File: src/hdl/soa_pkg.sv
// Shared types and constants for the slab object allocator.
package soa_pkg;

    localparam int HANDLE_W     = 10;
    localparam int OBJ_FIELD_W  = 8;   // object index field, covers up to 256 objects
    localparam int STATUS_W     = 2;
    localparam int OBJS_CFG_W   = 7;
    localparam int BUDGET_CFG_W = 5;
    localparam int CFG_DATA_W   = 7;
    localparam int CFG_IDX_W    = 1;

    localparam logic [CFG_IDX_W-1:0] CFG_OBJS_PER_SLAB = 1'b0;
    localparam logic [CFG_IDX_W-1:0] CFG_SLAB_BUDGET   = 1'b1;

    localparam logic [OBJS_CFG_W-1:0]   OBJS_CFG_RESET   = 7'd64;
    localparam logic [BUDGET_CFG_W-1:0] BUDGET_CFG_RESET = 5'd16;

    localparam logic ACT_ALLOC = 1'b0;
    localparam logic ACT_FREE  = 1'b1;

    localparam logic [STATUS_W-1:0] STATUS_OK       = 2'd0;
    localparam logic [STATUS_W-1:0] STATUS_NO_MEM   = 2'd1;
    localparam logic [STATUS_W-1:0] STATUS_BAD_FREE = 2'd2;

    // handle / OBJS_MAX is done as a multiply by a rounded-up reciprocal
    localparam int RECIP_SHIFT = 20;

    localparam int QUEUE_DEPTH = 2;

    typedef struct packed {
        logic                action;
        logic [HANDLE_W-1:0] handle;
    } t_in_item;

    typedef struct packed {
        logic [HANDLE_W-1:0] object_handle;
        logic [STATUS_W-1:0] status;
        logic                grew;
    } t_out_item;

    typedef struct packed {
        logic                   is_free;
        logic [HANDLE_W-1:0]    slab;
        logic [OBJ_FIELD_W-1:0] obj;
    } t_cmd;

endpackage

File: src/hdl/soa_front.sv
// Front end: takes requests and splits a free handle into slab and object index.
module soa_front #(
    parameter int OBJS_MAX = 64
) (
    input  logic              i_clk,
    input  logic              i_rst_n,
    input  logic              i_valid,
    output logic              o_ready,
    input  soa_pkg::t_in_item i_item,
    output logic              o_cmd_valid,
    input  logic              i_cmd_ready,
    output soa_pkg::t_cmd     o_cmd
);

    localparam int PROD_W = soa_pkg::HANDLE_W + soa_pkg::RECIP_SHIFT + 1;
    localparam logic [soa_pkg::RECIP_SHIFT:0] RECIP =
        (soa_pkg::RECIP_SHIFT + 1)'((2 ** soa_pkg::RECIP_SHIFT + OBJS_MAX - 1) / OBJS_MAX);

    logic                         r_valid;
    soa_pkg::t_in_item            r_item;
    logic [soa_pkg::HANDLE_W-1:0] r_quot;
    logic [PROD_W-1:0]            w_prod;
    logic [soa_pkg::HANDLE_W-1:0] w_base;
    logic [soa_pkg::HANDLE_W-1:0] w_rem;

    // exact for any 10-bit handle since OBJS_MAX < 1024
    assign w_prod = PROD_W'(i_item.handle) * PROD_W'(RECIP);

    assign o_ready = !r_valid || i_cmd_ready;

    always_ff @(posedge i_clk) begin
        if (!i_rst_n) begin
            r_valid <= 1'b0;
        end else if (o_ready) begin
            r_valid <= i_valid;
        end
    end

    always_ff @(posedge i_clk) begin
        if (i_valid && o_ready) begin
            r_item <= i_item;
            r_quot <= w_prod[soa_pkg::RECIP_SHIFT +: soa_pkg::HANDLE_W];
        end
    end

    assign w_base = soa_pkg::HANDLE_W'(32'(r_quot) * OBJS_MAX);
    assign w_rem  = r_item.handle - w_base;

    assign o_cmd_valid   = r_valid;
    assign o_cmd.is_free = (r_item.action == soa_pkg::ACT_FREE);
    assign o_cmd.slab    = r_quot;
    assign o_cmd.obj     = soa_pkg::OBJ_FIELD_W'(w_rem);

endmodule

File: config.mk
export PLATFORM = sky130hd
export DESIGN_NAME = soa_front
export DESIGN_NICKNAME = d
export VERILOG_FILES = /design/src/hdl/soa_pkg.sv /design/src/hdl/soa_front.sv
export SDC_FILE = /design/constraint.sdc
export NUM_CORES = 1
export LEC_CHECK = 0
export ABC_CLOCK_PERIOD_IN_PS = 870
export BUFFER_PORTS_ARGS = -buffer_cell sky130_fd_sc_hd__buf_2
export CAP_MARGIN = 10
export CORE_UTILIZATION = 32
export DETAILED_ROUTE_END_ITERATION = 16
export PLACE_DENSITY = 0.68
export SLEW_MARGIN = 20
export SYNTH_ARGS = -nofsm -noshare
export SYNTH_HDL_FRONTEND = slang
export SYNTH_SLANG_ARGS = --single-unit
export TNS_END_PERCENT = 100
File: constraint.sdc
create_clock -name i_clk -period 0.87 [get_ports i_clk]
set_clock_uncertainty 0.05 [all_clocks]
set_input_delay 0.174 -clock i_clk [delete_from_list [all_inputs] [get_ports i_clk]]
set_output_delay 0.174 -clock i_clk [all_outputs]
set_load 0.02 [all_outputs]
# After elaboration in Yosys (flattened, before gate mapping)
# Index checks and enable logic that the tools add are counted.
# word_totals
output_inout_bits,21
inputBits,15
reg_bits,14
wordCells,8
# classes
n_reduce_logical,3
n_addsub,1
# ops
operator,n
subtractor 8 bit,1
logical AND 1 bit,1
zero test 1 bit,1
logical OR 1 bit,1

# Logic depth before layout (Yosys ltp)
# depth
word_depth,3
depth_mapped,2
ltp_nobuf,2

# Least setup slack after synthesis
# OpenSTA, ideal clock, no wires.
# synth_timing
path_type,register -> register
start,"register r_valid, in the netlist o_cmd_valid"
end,register r_item (netlist bit o_cmd[18]) (enable)
path_slack_ns,-0.231
stages_incl_launch_ff,3
t_arrival_ns,0.799
t_required_ns,0.568
synth_period_minus_slack_ns,1.101
setup_ns,0.252
path_buffers,0
cell_sequence,dfxtp_1 > nand2b_4 > and2_4
# synth_via
elab_chain_cells,3
# synth_rtl
element,line,source
from (decl),soa_front.sv:19,logic r_valid;
from (signal assigned),soa_front.sv:35,r_valid <= i_valid;
zero test 1 bit,soa_front.sv:29,assign o_ready = !r_valid || i_cmd_ready;
logical OR 1 bit,soa_front.sv:29,
via o_ready,soa_front.sv:8,"output logic o_ready,"
logical AND 1 bit,soa_front.sv:40,if (i_valid && o_ready) begin
to (signal assigned),soa_front.sv:41,r_item <= i_item;
to (decl),soa_front.sv:20,soa_pkg::t_in_item r_item;
# The timed path passes the listed nets, and every way through them passes these cells.
# A chain may end at the register's enable or synchronous reset.

# Worst setup path after layout
# layout_timing
start,"register r_valid, in the netlist o_cmd_valid"
end,output port o_ready
# layout_via
elab_chain_cells,2
# layout_rtl
element,line
zero test 1 bit,soa_front.sv:29
logical OR 1 bit,soa_front.sv:29
to (decl),soa_front.sv:8
# No other way between the ends.

==> metrics.md <==
| Metric | Value |
|---|---|
| Internal | `0.9223 mW` |
| N_diodes | `0` |
| Total wire length | `654 um` |
| Mapped Cells | `25` |
| Post-route ant nets | `0` |
| Post-layout worst setup margin | `-251.9 ps` |
| CTS tree | `done` |
| Largest net degree at the start of global routing | `12` |
| Total gr overflow | `0` |
| Crit path top cell by count | `buf_6` |
| Number of distinct library cells after synthesis | `8` |
| Mean area per synthesized cell | `18.07 um2` |
| Sw power | `0.2844 mW` |
| Final worst-path cycle share | `129.0%` |
| Commonest non-fill, non-tap cell in the layout | `buf_2` |
| Gr usage total | `9.047%` |
| Violated checks | `setup timing` |
| Combinational fraction of design power | `16.8%` |
| Routed len/inst | `8.720 um` |
| Seq/Total Area, Yosys | `77.56%` |
| Peak VDD IR | `0.8657 mV` |
| Pins Over Slew Limit | `0` |
| RSZ-0062 raised after global routing | `true` |
| Req. time, crit path | `650 ps` |
| Final #Nets | `76` |
| Area growth, synth to finish | `50.97%` |
| Final setup fails | `24` |
| CP max stage delay | `360 ps` |
| H-tree Lvls | `1` |
| Slowest stage cell, crit path | `dfxtp_4` |
| Hold Buf Count CTS | `0` |
| Num CTS Buffers | `3` |
| Die area | `1566 um2` |
| Die height | `39.57 um` |
| Most frequent cells in the layout | `21 x buf_2, 11 x edfxtp_1, 8 x conb_1` |
| Fin Hold WS | `32.75 ps` |
| Worst-path clk slew | `70 ps` |
| Cell Area, Synth | `451.7 um2` |
| Filler Cells Inserted | `120` |
| Via-to-Cell Ratio | `3.800` |
| Leakage | `0.3205 nW` |
| Ys Warns | `0` |
| Max-cap violations | `0` |
| Initial core utilization | `34.71%` |
| Fmax | `891.4 MHz` |
| Status | `finished with violations` |
| DR vias | `285` |
| Buf+Inv Stages, Crit Path | `2` |
| Sequential share of power | `56.3%` |
| Final Hold Fails | `0` |
| WS Path Type | `reg -> out` |
| Die W | `39.57 um` |
| FP Rows | `13` |
| DR DRC count | `0` |
| Top delay family on crit path | `flip-flops` |
| PortBufs | `27` |
| Power Density | `1770 nW/um2` |
| CP arrival | `900 ps` |
| Vias in the first global route | `201` |
| Sw frac | `23.57%` |
| Initial DRC count | `1` |
| Clk_lat worst skew | `260 ps` |
| Clock share of power | `26.9%` |
| CTS sink cnt | `12` |
| CP cell instances | `nand2b_4 -> buf_6 -> buf_6` |
| Pwr Total | `1.207 mW` |
| Critical path capture point type | `output port` |
| Hold Crit Class | `in -> reg` |
| Share of layout cells above drive strength 1 | `65.00%` |
| Fin crit period | `1122 ps` |
| Io pins | `36` |
| Core footprint | `1301 um2` |
| First-pass GRT wire length | `807 um` |
| Antenna violations before repair | `0` |
| Worst Path Max Fanout | `2` |
| Gpl congestion | `0.5894` |
| Worst Setup Start Kind | `register` |
| Drt pass-1 iters | `3` |
| Maximum buffer depth of the clock tree | `2` |
| DP Worst Slack | `-96.89 ps` |
| Post-synthesis register bit count | `12` |
| Clk root buf | `clkbuf_4` |
per-layer routing:
layer / track usage, % / part of all wire [%] / wire (um)
met1: 9.158 / 38 / 247
met2: 13.11 / 53 / 348
met3: 3.409 / 9.0 / 59
met4: 10.34 / 0 / 0
met5: 0 / 0 / 0
stage by stage:
| stage | setup TNS, ps | cells | instance area (um2) | utilization (%) |
|---|---|---|---|---|
| after detailed placement | -1092 | 67 | 583.1 | 44.81 |
| after global placement | -949.0 | 67 | 583.1 | 44.81 |
| after global routing | -4328 | 75 | 681.9 | 52.40 |
| final | -3516 | 75 | 681.9 | 52.40 |
| after floorplan | -1819 | 32 | 481.7 | - |
| after CTS | -3351 | 73 | 640.6 | 49.23 |
Yosys cell counts:
| master | instances | share of area, % |
|---|---|---|
| edfxtp_1 | 11 | 73 |
| buf_4 | 8 | 13 |
| a21boi_2 | 1 | 2.5 |
| and2_4 | 1 | 1.9 |
| conb_1 | 1 | 0.83 |
| dfxtp_1 | 1 | 4.4 |
| inv_1 | 1 | 0.83 |
| nand2b_4 | 1 | 3.0 |
final cells by class:
cell class	count	area [um2]	area share [%]
Multi-Input combinational cell	12	72.57	10.64
Clock buffer	3	22.52	3.303
Timing Repair Buffer	31	206.4	30.28
Clock inverter	1	3.754	0.5505
Inverter	1	3.754	0.5505
Tap cell	15	18.77	2.752
Sequential cell	12	354.1	51.93
registers in the layout, summed over array words and instances, names as in the netlist:
| name | flops |
|---|---|
| r_item | 7 |
| r_quot | 3 |
| o_cmd | 1 |
| o_cmd_valid | 1 |
timing repair:
action | CTS | global route
gates resized for setup | 5 | 9
endpoints found under the setup margin | 24 | 25
pin swaps | 0 | 1
buffers inserted | 2 | 1
cloned | 0 | 1
cells by family (layout without fill, tap and decap cells):
| kind of cell | Yosys count | after routing | synth area share (%) |
|---|---|---|---|
| AOI/OAI and AO/OA | 1 | 1 | 2.493 |
| buffers and inverters | 9 | 36 | 14.13 |
| and+or+nand+nor | 2 | 3 | 4.986 |
| other | 1 | 8 | 0.8302 |
| DFF | 12 | 12 | 77.56 |
worst register-to-register path, cell delays in order, from the launching register on:
cell and delay (ps):
dfxtp_4 350, nand2b_4 70, buf_4 100, and2_4 170
path summary, 6_finish.rpt:
kind	end	depth (start not counted)	from	slack (ps)
max	o_ready	3	o_cmd_valid	-250
min reg2reg	o_cmd_valid	4	o_cmd_valid	620
max reg2reg	o_cmd[18]	3	o_cmd_valid	-150
min	r_item[3]	1	i_item[3]	30
power by group through the flow:
stage	Sequential [mW]	Combinational, mW	Clock, mW
after global placement	0.690	0.166	0
after global routing	0.682	0.217	0.367
after CTS	0.677	0.184	0.342
final	0.679	0.203	0.325
after floorplan	0.735	0.0832	0
after detailed placement	0.690	0.167	0
Power figures use the tool's default switching activity.
