===== config.mk =====
export PLATFORM = sky130hd
export DESIGN_NAME = soa_queue
export DESIGN_NICKNAME = d
export VERILOG_FILES = /design/src/hdl/soa_pkg.sv /design/src/hdl/soa_queue.sv
export SDC_FILE = /design/constraint.sdc
export NUM_CORES = 1
export LEC_CHECK = 0
export ABC_AREA = 0
export BUFFER_PORTS_ARGS = -buffer_cell sky130_fd_sc_hd__buf_4
export CAP_MARGIN = 20
export CORE_ASPECT_RATIO = 1.75
export CORE_UTILIZATION = 50
export DETAILED_ROUTE_END_ITERATION = 16
export HOLD_SLACK_MARGIN = 0.06
export PLACE_DENSITY = 0.79
export SYNTH_ARGS = -nofsm -noshare
export SYNTH_HDL_FRONTEND = slang
export SYNTH_SLANG_ARGS = --single-unit

===== constraint.sdc =====
create_clock -name i_clk -period 1.79 [get_ports i_clk]
set_input_delay 0.2685 -clock i_clk [delete_from_list [all_inputs] [get_ports i_clk]]
set_output_delay 0.2685 -clock i_clk [all_outputs]
set_load 0.05 [all_outputs]

===== src/hdl/soa_pkg.sv =====
// Shared types and constants for the slab object allocator.
package soa_pkg;

    localparam int HANDLE_W     = 10;
    localparam int OBJ_FIELD_W  = 8;   // object index field, covers up to 256 objects
    localparam int STATUS_W     = 2;
    localparam int OBJS_CFG_W   = 7;
    localparam int BUDGET_CFG_W = 5;
    localparam int CFG_DATA_W   = 7;
    localparam int CFG_IDX_W    = 1;

    localparam logic [CFG_IDX_W-1:0] CFG_OBJS_PER_SLAB = 1'b0;
    localparam logic [CFG_IDX_W-1:0] CFG_SLAB_BUDGET   = 1'b1;

    localparam logic [OBJS_CFG_W-1:0]   OBJS_CFG_RESET   = 7'd64;
    localparam logic [BUDGET_CFG_W-1:0] BUDGET_CFG_RESET = 5'd16;

    localparam logic ACT_ALLOC = 1'b0;
    localparam logic ACT_FREE  = 1'b1;

    localparam logic [STATUS_W-1:0] STATUS_OK       = 2'd0;
    localparam logic [STATUS_W-1:0] STATUS_NO_MEM   = 2'd1;
    localparam logic [STATUS_W-1:0] STATUS_BAD_FREE = 2'd2;

    // handle / OBJS_MAX is done as a multiply by a rounded-up reciprocal
    localparam int RECIP_SHIFT = 20;

    localparam int QUEUE_DEPTH = 2;

    typedef struct packed {
        logic                action;
        logic [HANDLE_W-1:0] handle;
    } t_in_item;

    typedef struct packed {
        logic [HANDLE_W-1:0] object_handle;
        logic [STATUS_W-1:0] status;
        logic                grew;
    } t_out_item;

    typedef struct packed {
        logic                   is_free;
        logic [HANDLE_W-1:0]    slab;
        logic [OBJ_FIELD_W-1:0] obj;
    } t_cmd;

endpackage


===== src/hdl/soa_queue.sv =====
// Short command queue between the front end and the slab engine.
module soa_queue (
    input  logic          i_clk,
    input  logic          i_rst_n,
    input  logic          i_push_valid,
    output logic          o_push_ready,
    input  soa_pkg::t_cmd i_data,
    output logic          o_pop_valid,
    input  logic          i_pop_ready,
    output soa_pkg::t_cmd o_data
);

    // depth is a power of two, pointers wrap on their own
    localparam int PTR_W = $clog2(soa_pkg::QUEUE_DEPTH);
    localparam int CNT_W = $clog2(soa_pkg::QUEUE_DEPTH + 1);

    soa_pkg::t_cmd    r_slots [soa_pkg::QUEUE_DEPTH];
    logic [PTR_W-1:0] r_wr_ptr;
    logic [PTR_W-1:0] r_rd_ptr;
    logic [CNT_W-1:0] r_count;
    logic             w_push;
    logic             w_pop;

    assign o_push_ready = (r_count != CNT_W'(soa_pkg::QUEUE_DEPTH));
    assign o_pop_valid  = (r_count != '0);
    assign w_push       = i_push_valid && o_push_ready;
    assign w_pop        = o_pop_valid && i_pop_ready;
    assign o_data       = r_slots[r_rd_ptr];

    always_ff @(posedge i_clk) begin
        if (!i_rst_n) begin
            r_wr_ptr <= '0;
            r_rd_ptr <= '0;
            r_count  <= '0;
        end else begin
            if (w_push) begin
                r_wr_ptr <= r_wr_ptr + PTR_W'(1);
            end
            if (w_pop) begin
                r_rd_ptr <= r_rd_ptr + PTR_W'(1);
            end
            if (w_push && !w_pop) begin
                r_count <= r_count + CNT_W'(1);
            end else if (w_pop && !w_push) begin
                r_count <= r_count - CNT_W'(1);
            end
        end
    end

    always_ff @(posedge i_clk) begin
        if (w_push) begin
            r_slots[r_wr_ptr] <= i_data;
        end
    end

endmodule


# Word-level counts from Yosys, hierarchy flattened
# Memories as Yosys holds them, arrays and structs flattened. A register that Yosys moved wholly into a read port is not among the register bits.
# Index checks and enable logic that the tools add are counted.
totals:
  memories: 1
  input_bits: 23
  register_bits: 4
  output_inout_bits: 21
  mem_bits_rw: 38
op_classes:
  n_reduce_logical: 8
  eq_ne: 1
  add_sub_neg: 4
  mux: 6
memory_table:
  columns: ["memory", "words", "word_bits", "read_ports", "rd_ports_with_merged_regs", "write_ports", "line", "rtl"]
  rows:
  - ["r_slots", 2, 19, 1, 1, 1, "soa_queue.sv:17", "soa_pkg::t_cmd r_slots [soa_pkg::QUEUE_DEPTH];"]
ops:
  columns: ["op", "n"]
  rows:
  - ["$logic_and 1x1->1", 4]
  - ["$mux 1", 4]
  - ["$mux 2", 2]
  - ["$reduce_bool 2->1", 2]
  - ["$add 1x1->1 const B", 2]
  - ["$add 2x1->2 const B", 1]
  - ["$logic_not 1->1", 2]
  - ["$ne 2x2->1 const B", 1]
  - ["$sub 2x1->2 const B", 1]

# Depth between registers and ports, before layout
# Gate-level depths: netlist of the first run.
depth:
  word_depth: 6
  mapped_depth: 6

# Least setup slack after synthesis of the first run
# No wires, ideal clock.
synth_path:
  kind: "register to register"
  startpoint: "register r_count[0]"
  endpoint: "register r_count[1]"
  t_arrival_ns: 1.530
  stages_incl_launch_ff: 6
  path_buffers: 0
  setup_slack_ns: 0.190
  period_less_slack_ns: 1.600
  cell_sequence: "dfxtp_1 nand2b_4 and2_1 ha_1 or3_1 a21boi_1"
synth_via:
  elab_chain_cells: 5
synth_rtl:
  columns: ["element", "line", "rtl"]
  rows:
  - ["from (decl)", "soa_queue.sv:20", "logic [CNT_W-1:0] r_count;"]
  - ["from (signal assigned)", "soa_queue.sv:43", "r_count <= r_count + CNT_W'(1);"]
  - ["from (signal assigned)", "soa_queue.sv:45", "r_count <= r_count - CNT_W'(1);"]
  - ["$ne 2x2->1 *", "soa_queue.sv:24", "assign o_push_ready = (r_count != CNT_W'(soa_pkg::QUEUE_DEPTH));"]
  - ["named net o_push_ready", "soa_queue.sv:6", "output logic o_push_ready,"]
  - ["$logic_and 1x1->1 *", "soa_queue.sv:26", "assign w_push = i_push_valid && o_push_ready;"]
  - ["named net w_push", "soa_queue.sv:21", "logic w_push;"]
  - ["$logic_not 1->1", "soa_queue.sv:44", "end else if (w_pop && !w_push) begin"]
  - ["$logic_and 1x1->1", "soa_queue.sv:44", null]
  - ["$reduce_bool 2->1 (no source line)", null, null]
# The timed path passes the listed nets; every way through them passes the cells marked *. The select of a mux whose other input is x is not followed.
# A chain may end at the register's enable or synchronous reset.

==> results of run 1 <==
==> state kept, by name (all words and copies together) (netlist names), named ones only <==
name	cells
r_slots	38
r_count	2
r_rd_ptr	1
r_wr_ptr	1
==> per-stage QoR <==
| step | cell area (um2) | cells | setup WS [ps] |
|---|---|---|---|
| finish | 2120 | 178 | 125 |
| global route | 2120 | 178 | 41.7 |
| CTS | 2120 | 178 | 46.7 |
| detailed placement | 2000 | 170 | 218 |
| global placement | 2000 | 170 | 293 |
| floorplan | 1610 | 83 | 190 |
==> cells by family after synthesis <==
| group | after synthesis | synth area share |
|---|---|---|
| fa+ha+maj | 1 | 0.00777 |
| xor+xnor | 3 | 0.0163 |
| flops | 43 | 0.771 |
| mux | 19 | 0.133 |
| buf+inv | 3 | 0.0101 |
| compound gates | 5 | 0.0218 |
| simple gates | 9 | 0.0404 |
==> path summary, 6_finish.rpt <==
kind | startpoint | depth (start not counted) | to | slack, ps
worst max-delay path | register | 3 | o_data[15] | 130
worst min-delay path | i_data[13] | 1 | r_slots[1][13]$_DFFE_PP_ | 160
worst max register to register | r_count[0]$_SDFFE_PN0P_ | 5 | r_count[1]$_SDFFE_PN0P_ | 200
worst min register to register | r_count[1]$_SDFFE_PN0P_ | 2 | r_count[1]$_SDFFE_PN0P_ | 570
==> critical path: cells and delay by family, from the launching register on <==
family | cells | cell delay [ps]
buf+inv | 2 | 390
mux | 1 | 360
flops | 1 | 350
==> cell usage after synthesis <==
| cell type | count |
|---|---|
| a21bo_2 | 1 |
| a21boi_0 | 1 |
| a21boi_1 | 1 |
| and2_1 | 4 |
| and3_1 | 1 |
| buf_2 | 1 |
| buf_4 | 1 |
| dfxtp_1 | 5 |
| edfxtp_1 | 38 |
| ha_1 | 1 |
| inv_1 | 1 |
| mux2_2 | 19 |
| nand2b_4 | 1 |
| nand3b_1 | 1 |
| o21ai_0 | 1 |
| o21ai_1 | 1 |
| or2_2 | 1 |
| or3_1 | 1 |
| xnor2_1 | 2 |
| xor2_1 | 1 |
==> layout by cell type, fill, tap and decap left out <==
cell,instances
a21bo_2,1
a21boi_0,1
a21boi_1,1
and2_1,4
and3_1,1
buf_4,46
buf_6,1
bufinv_16,1
clkbuf_8,6
clkinv_2,1
dfxtp_1,5
edfxtp_1,38
ha_1,1
inv_1,1
mux2_2,19
nand2b_4,1
nand3b_1,1
o21ai_0,1
o21ai_1,1
or2_2,1
or3_1,1
xnor2_1,2
xor2_1,1
==> routing by layer <==
| metal | wire (um) | share of wire | global-route usage | up-vias |
|---|---|---|---|---|
| met5 | 0 | 0 | 0 | - |
| met1 | 852 | 0.33 | 0.160 | 417 |
| met4 | 76 | 0.030 | 0.100 | 0 |
| met2 | 1470 | 0.58 | 0.306 | 30 |
| met3 | 157 | 0.061 | 0.0541 | 7 |
| li1 | - | - | - | 418 |
==> what timing repair did <==
action	CTS	global route
resized for setup	0	1
buffers inserted	0	0
hold endpoints to repair	0	0
endpoints found under the setup margin	0	7
==> power by group through the flow <==
stage / clock, mW / combinational, mW / sequential (mW)
6_report: 0.749 / 1.35 / 1.32
3_5_place_dp: 0 / 1.35 / 1.35
3_3_place_gp: 0 / 1.33 / 1.33
4_1_cts: 0.773 / 1.36 / 1.32
2_1_floorplan: 0 / 0.998 / 1.32
5_1_grt: 0.814 / 1.42 / 1.34
==> final cells by class <==
| cell class | instances | area, um2 |
|---|---|---|
| clock buffers | 6 | 82.6 |
| well taps | 42 | 52.6 |
| clock inverters | 2 | 35.0 |
| flip-flops and latches | 43 | 1240 |
| inverters | 1 | 3.75 |
| multi-input cells | 37 | 353 |
| repair buffers | 47 | 357 |
| fillers | 223 | 868 |
==> impl_results.rst, run 1 <==
.. list-table::
   :header-rows: 1

   * - Metric
     - Value
   * - Run status
     - complete, no violations
   * - Overall track demand over capacity in global routing
     - 0.172
   * - Crit-path cells
     - buf_6, mux2_2, buf_4
   * - Element type at the critical path start
     - register
   * - Count of warnings emitted by yosys
     - 0
   * - Maximum clock path buffer count
     - 2
   * - Number of endpoints with negative hold slack in the final report
     - 0
   * - Proportion of layout cells with a drive suffix above 1
     - 0.566
   * - Worst hold margin
     - 162 ps
   * - Mean Syn Cell Area
     - 19.4 um2
   * - Worst EP required
     - 1520 ps
   * - Clock slew at the register clock pins of the worst setup and hold paths
     - 80 ps
   * - DRC violation total after the first TritonRoute iteration
     - 26
   * - Post-cts hold buffer count
     - 0
   * - Combinational power share
     - 0.394
   * - Die width
     - 44.9 um
   * - Final slew viol count
     - 0
   * - Slowest stage cell, crit path
     - mux2_2
   * - Delay of the slowest cell on the worst path
     - 360 ps
   * - Switching part of the total power
     - 0.354
   * - Total power per unit cell area
     - 1610 nW/um2
   * - Residual antenna-violating net count after detailed routing
     - 0
   * - Vias in the first global route
     - 969
   * - Relative contribution of sequential cells to total power
     - 0.387
   * - Final Cycle Share
     - 0.930
   * - Pin count of the biggest net entering global routing
     - 20
   * - Input/output buffers
     - 43
   * - Syn_nets
     - 107
   * - Maximum level of the CTS H-tree
     - 2
   * - Power Total
     - 3.42 mW
   * - Max-slew headroom
     - 0.824
   * - Avg Vias per Cell
     - 4.90
   * - Maximum fanout count along the critical path
     - 18
   * - Int Power
     - 2.21 mW
   * - Routed length per placed instance
     - 14.4 um
   * - Flip-flop and latch count after synthesis
     - 43
   * - Initial core utilization
     - 0.538
   * - Synthesized netlist cell count
     - 83
   * - I/O pin count
     - 44
   * - # nets final
     - 159
   * - Max-Cap Viols
     - 0
   * - Final GP Congestion
     - 0.654
   * - Class of the worst hold path
     - in2reg
   * - First-pass GRT wire length
     - 4120 um
   * - Die Y-Extent
     - 77.1 um
   * - Worst skew pair latency
     - 290 ps
   * - Class of the most critical setup path
     - reg2out
   * - Final core utilization
     - 0.710
   * - Congestion Overflow GR
     - 0
   * - Syn Std Cell Area
     - 1610 um2
   * - Fin Setup TNS
     - 0 ps
   * - Site row count
     - 26
   * - Time the final worst path needs with I/O delays and setup
     - 1660 ps
   * - Setup repair after global routing missed its margin
     - no
   * - Skew final
     - 4.08 ps
   * - Sequential-to-total area share from yosys stat
     - 0.771
   * - Clock tree from TritonCTS
     - built
   * - # clock sinks
     - 43
   * - Power dissipated by switching net loads
     - 1.21 mW
   * - Number of iterations in the first detailed-routing pass
     - 4
   * - Endpoint arrival time on the critical path
     - 1400 ps
   * - Post-synthesis cell type count
     - 20
   * - Post-synth top area share
     - 0.709
   * - Top cell type by total area after synthesis
     - edfxtp_1
   * - Transition time at the pin with the least slew margin
     - 264 ps
   * - Max rail drop VDD
     - 1100 uV
   * - Initial antenna violation count
     - 0
   * - DP HPWL
     - 1900 um
   * - Fraction of power consumed by the clock network
     - 0.219
   * - Dominant cells by area after synthesis
     - edfxtp_1 71%, mux2_2 13%, dfxtp_1 6.2%, and2_1 1.6%, xnor2_1 1.1%
   * - Diode count
     - 0
   * - Total vias in the final route
     - 872
   * - Overall die area
     - 3460 um2
   * - DRC violations left
     - 0
   * - Clock root cell
     - clkbuf_8
   * - Floorplan core area
     - 2990 um2
   * - Area grow syn2layout
     - 31.9%
   * - Final setup violation count
     - 0
   * - Critical Path Sink Type
     - primary output
   * - Number of buffers created by CTS
     - 5
   * - Fmax
     - 601 MHz
   * - Leakage
     - 0.818 nW
   * - Drt total wl
     - 2560 um
No activity file was read; power rests on OpenSTA's default activity.
==> run 2: changes to the inputs <==
--- a/config.mk
+++ b/config.mk
@@ -9,10 +9,12 @@
 export BUFFER_PORTS_ARGS = -buffer_cell sky130_fd_sc_hd__buf_4
 export CAP_MARGIN = 20
 export CORE_ASPECT_RATIO = 1.75
-export CORE_UTILIZATION = 50
+export CORE_UTILIZATION = 53
+export CTS_BUF_LIST = sky130_fd_sc_hd__clkbuf_8
 export DETAILED_ROUTE_END_ITERATION = 16
 export HOLD_SLACK_MARGIN = 0.06
-export PLACE_DENSITY = 0.79
+export PLACE_DENSITY = 0.81
+export RECOVER_POWER = 50
 export SYNTH_ARGS = -nofsm -noshare
 export SYNTH_HDL_FRONTEND = slang
 export SYNTH_SLANG_ARGS = --single-unit
==> run 2 against run 1 <==
  * The run now ends with DRC left
  * Final area fell by 3.2%
  * Clock skew barely moved
  * Clock-buffer cell count fell by 1
  * Non-clock buffer count did not move
  * Hold slack improved by 24 ps
  * Clock power fell by 26%
  * Register-to-register slack got worse by 70 ps
  * Sequential power barely moved
  * Maximum frequency fell by 1.2%
  * Critical endpoint is now o_data[17]
  * Largest cell class unchanged
==> impl_results.rst, run 2 (same netlist as run 1, synthesis figures left out) <==
.. list-table::
   :header-rows: 1

   * - Metric
     - Value
   * - Delay of the slowest cell on the worst path
     - 380 ps
   * - Drt total wl
     - 2510 um
   * - Proportion of layout cells with a drive suffix above 1
     - 0.551
   * - Maximum clock path buffer count
     - 2
   * - Site row count
     - 26
   * - Most frequent cells in the layout
     - 38 x edfxtp_1, 27 x buf_4, 19 x mux2_2
   * - Internal reg-to-reg setup slack
     - 130 ps
   * - DRC violation total after the first TritonRoute iteration
     - 27
   * - Worst R2R Path Depth
     - 5
   * - Power dissipated by switching net loads
     - 1.21 mW
   * - Transition time at the pin with the least slew margin
     - 492 ps
   * - Final setup violation count
     - 0
   * - Fraction of power consumed by the clock network
     - 0.173
   * - Power Total
     - 3.21 mW
   * - Critical Path Sink Type
     - primary output
   * - Floorplan core area
     - 2900 um2
   * - DRC violations left
     - 6
   * - Clock tree from TritonCTS
     - built
   * - Class of the worst hold path
     - in2reg
   * - Total vias in the final route
     - 859
   * - Max-slew headroom
     - 0.672
   * - Time the final worst path needs with I/O delays and setup
     - 1690 ps
   * - Maximum level of the CTS H-tree
     - 2
   * - Initial core utilization
     - 0.556
   * - Switching part of the total power
     - 0.376
   * - # nets final
     - 159
   * - Pin count of the biggest net entering global routing
     - 20
   * - Number of iterations in the first detailed-routing pass
     - 9
   * - First-pass GRT wire length
     - 3770 um
   * - Element type at the critical path start
     - register
   * - # clock sinks
     - 43
   * - Final instance count without filler cells
     - 164
   * - Final Cycle Share
     - 0.942
   * - Skew final
     - 4.55 ps
   * - Total power per unit cell area
     - 1560 nW/um2
   * - Filler Cell Count
     - 208
   * - Largest registers ranked by flip-flop count
     - r_slots: 38 flops, r_count: 2 flops
   * - Commonest non-fill, non-tap cell in the layout
     - edfxtp_1
   * - Worst skew pair latency
     - 290 ps
   * - Endpoint of the most critical register-to-register path
     - r_count[1]$_SDFFE_PN0P_
   * - Max rail drop VDD
     - 1110 uV
   * - Die Y-Extent
     - 74.9 um
   * - Maximum fanout count along the critical path
     - 19
   * - Worst reg2reg startpoint
     - r_count[0]$_SDFFE_PN0P_
   * - Clock root cell
     - clkbuf_8
   * - Vias in the first global route
     - 914
   * - Congestion Overflow GR
     - 0
   * - Setup repair after global routing missed its margin
     - no
   * - Int Power
     - 2.01 mW
   * - Residual antenna-violating net count after detailed routing
     - 0
   * - Endpoint arrival time on the critical path
     - 1420 ps
   * - Fin Setup TNS
     - 0 ps
   * - Critical path endpoint
     - o_data[17]
   * - Final slew viol count
     - 0
   * - Initial antenna violation count
     - 0
   * - Die width
     - 43.7 um
   * - Overall die area
     - 3270 um2
   * - Class of the most critical setup path
     - reg2out
   * - Final core utilization
     - 0.710
   * - Top register by number of flip-flops
     - r_slots
   * - Combinational power share
     - 0.418
   * - Number of placed instances, taps included
     - 156
   * - Worst EP required
     - 1520 ps
   * - Gates resized, CTS repair
     - 0
   * - Failing checks
     - DRC
   * - DP HPWL
     - 1900 um
   * - Final GP Congestion
     - 0.641
   * - Overall track demand over capacity in global routing
     - 0.169
   * - Max-Cap Viols
     - 0
   * - Routed length per placed instance
     - 15.3 um
   * - Leakage
     - 0.792 nW
   * - Flip-flop count of the largest register, all copies and words added
     - 38
   * - Number of buffers created by CTS
     - 5
   * - Avg Vias per Cell
     - 5.24
   * - Input/output buffers
     - 43
   * - Worst hold margin
     - 185 ps
   * - Number of endpoints with negative hold slack in the final report
     - 0
   * - Clock slew at the register clock pins of the worst setup and hold paths
     - 70 ps
   * - Run status
     - finished, violations left
   * - I/O pin count
     - 44
   * - Slowest stage cell, crit path
     - mux2_2
   * - Buffer count from post-CTS setup fixing
     - 0
   * - Diode count
     - 0
   * - Crit-path cells
     - buf_4, mux2_2, buf_4
   * - Fmax
     - 593 MHz
   * - Top cell by count, worst path
     - buf_4
   * - Area grow syn2layout
     - 27.7%
   * - Post-cts hold buffer count
     - 0
   * - Relative contribution of sequential cells to total power
     - 0.409
run 2: power by group through the flow:
| stage | logic, mW | clock network (mW) | registers, mW |
|---|---|---|---|
| 2_1_floorplan | 0.998 | 0 | 1.32 |
| 3_3_place_gp | 1.33 | 0 | 1.33 |
| 3_5_place_dp | 1.37 | 0 | 1.34 |
| 4_1_cts | 1.37 | 0.580 | 1.32 |
| 5_1_grt | 1.40 | 0.622 | 1.33 |
| 6_report | 1.34 | 0.557 | 1.31 |
run 2: routing by layer:
layer | track usage | vias to the layer above | part of all wire
met4 | 0.104 | 0 | 0.024
met1 | 0.142 | 406 | 0.33
met2 | 0.322 | 29 | 0.58
met3 | 0.0552 | 6 | 0.072
li1 | - | 418 | -
met5 | 0 | - | 0
run 2: how the worst min path moves through the flow:
stage | startpoint | endpoint | slack, ps | depth (start not counted)
6_report | i_data[3] | r_slots[0][3]$_DFFE_PP_ | 190 | 1
5_1_grt | i_data[16] | r_slots[1][16]$_DFFE_PP_ | 170 | 1
4_1_cts | i_data[16] | r_slots[1][16]$_DFFE_PP_ | 150 | 1
3_5_place_dp | i_data[18] | r_slots[0][18]$_DFFE_PP_ | 460 | 1
3_3_place_gp | i_data[14] | r_slots[1][14]$_DFFE_PP_ | 450 | 1
2_1_floorplan | i_data[0] | r_slots[0][0]$_DFFE_PP_ | 370 | 0
run 2: final cells by class:
| type | instances | area (um2) | share of cell area |
|---|---|---|---|
| Timing Repair Buffer | 47 | 347 | 0.169 |
| Clock buffer | 5 | 68.8 | 0.0335 |
| Inverter | 1 | 3.75 | 0.00183 |
| Sequential cell | 43 | 1240 | 0.604 |
| Clock inverter | 3 | 15.0 | 0.00730 |
| Tap cell | 28 | 35.0 | 0.0170 |
| Multi-Input combinational cell | 37 | 345 | 0.168 |
run 2: worst max-delay path: cells and delay by family (launching register included):
kind	cells	cell delay [ps]
buffers and inverters	2	440
multiplexers	1	380
flip-flops	1	310
run 2: through the flow:
step | area [um2] | worst slack (ps)
2_1_floorplan | 1610 | 190
3_3_place_gp | 1990 | 294
3_5_place_dp | 1990 | 200
4_1_cts | 2070 | 78.5
5_1_grt | 2060 | 38.4
6_report | 2060 | 105
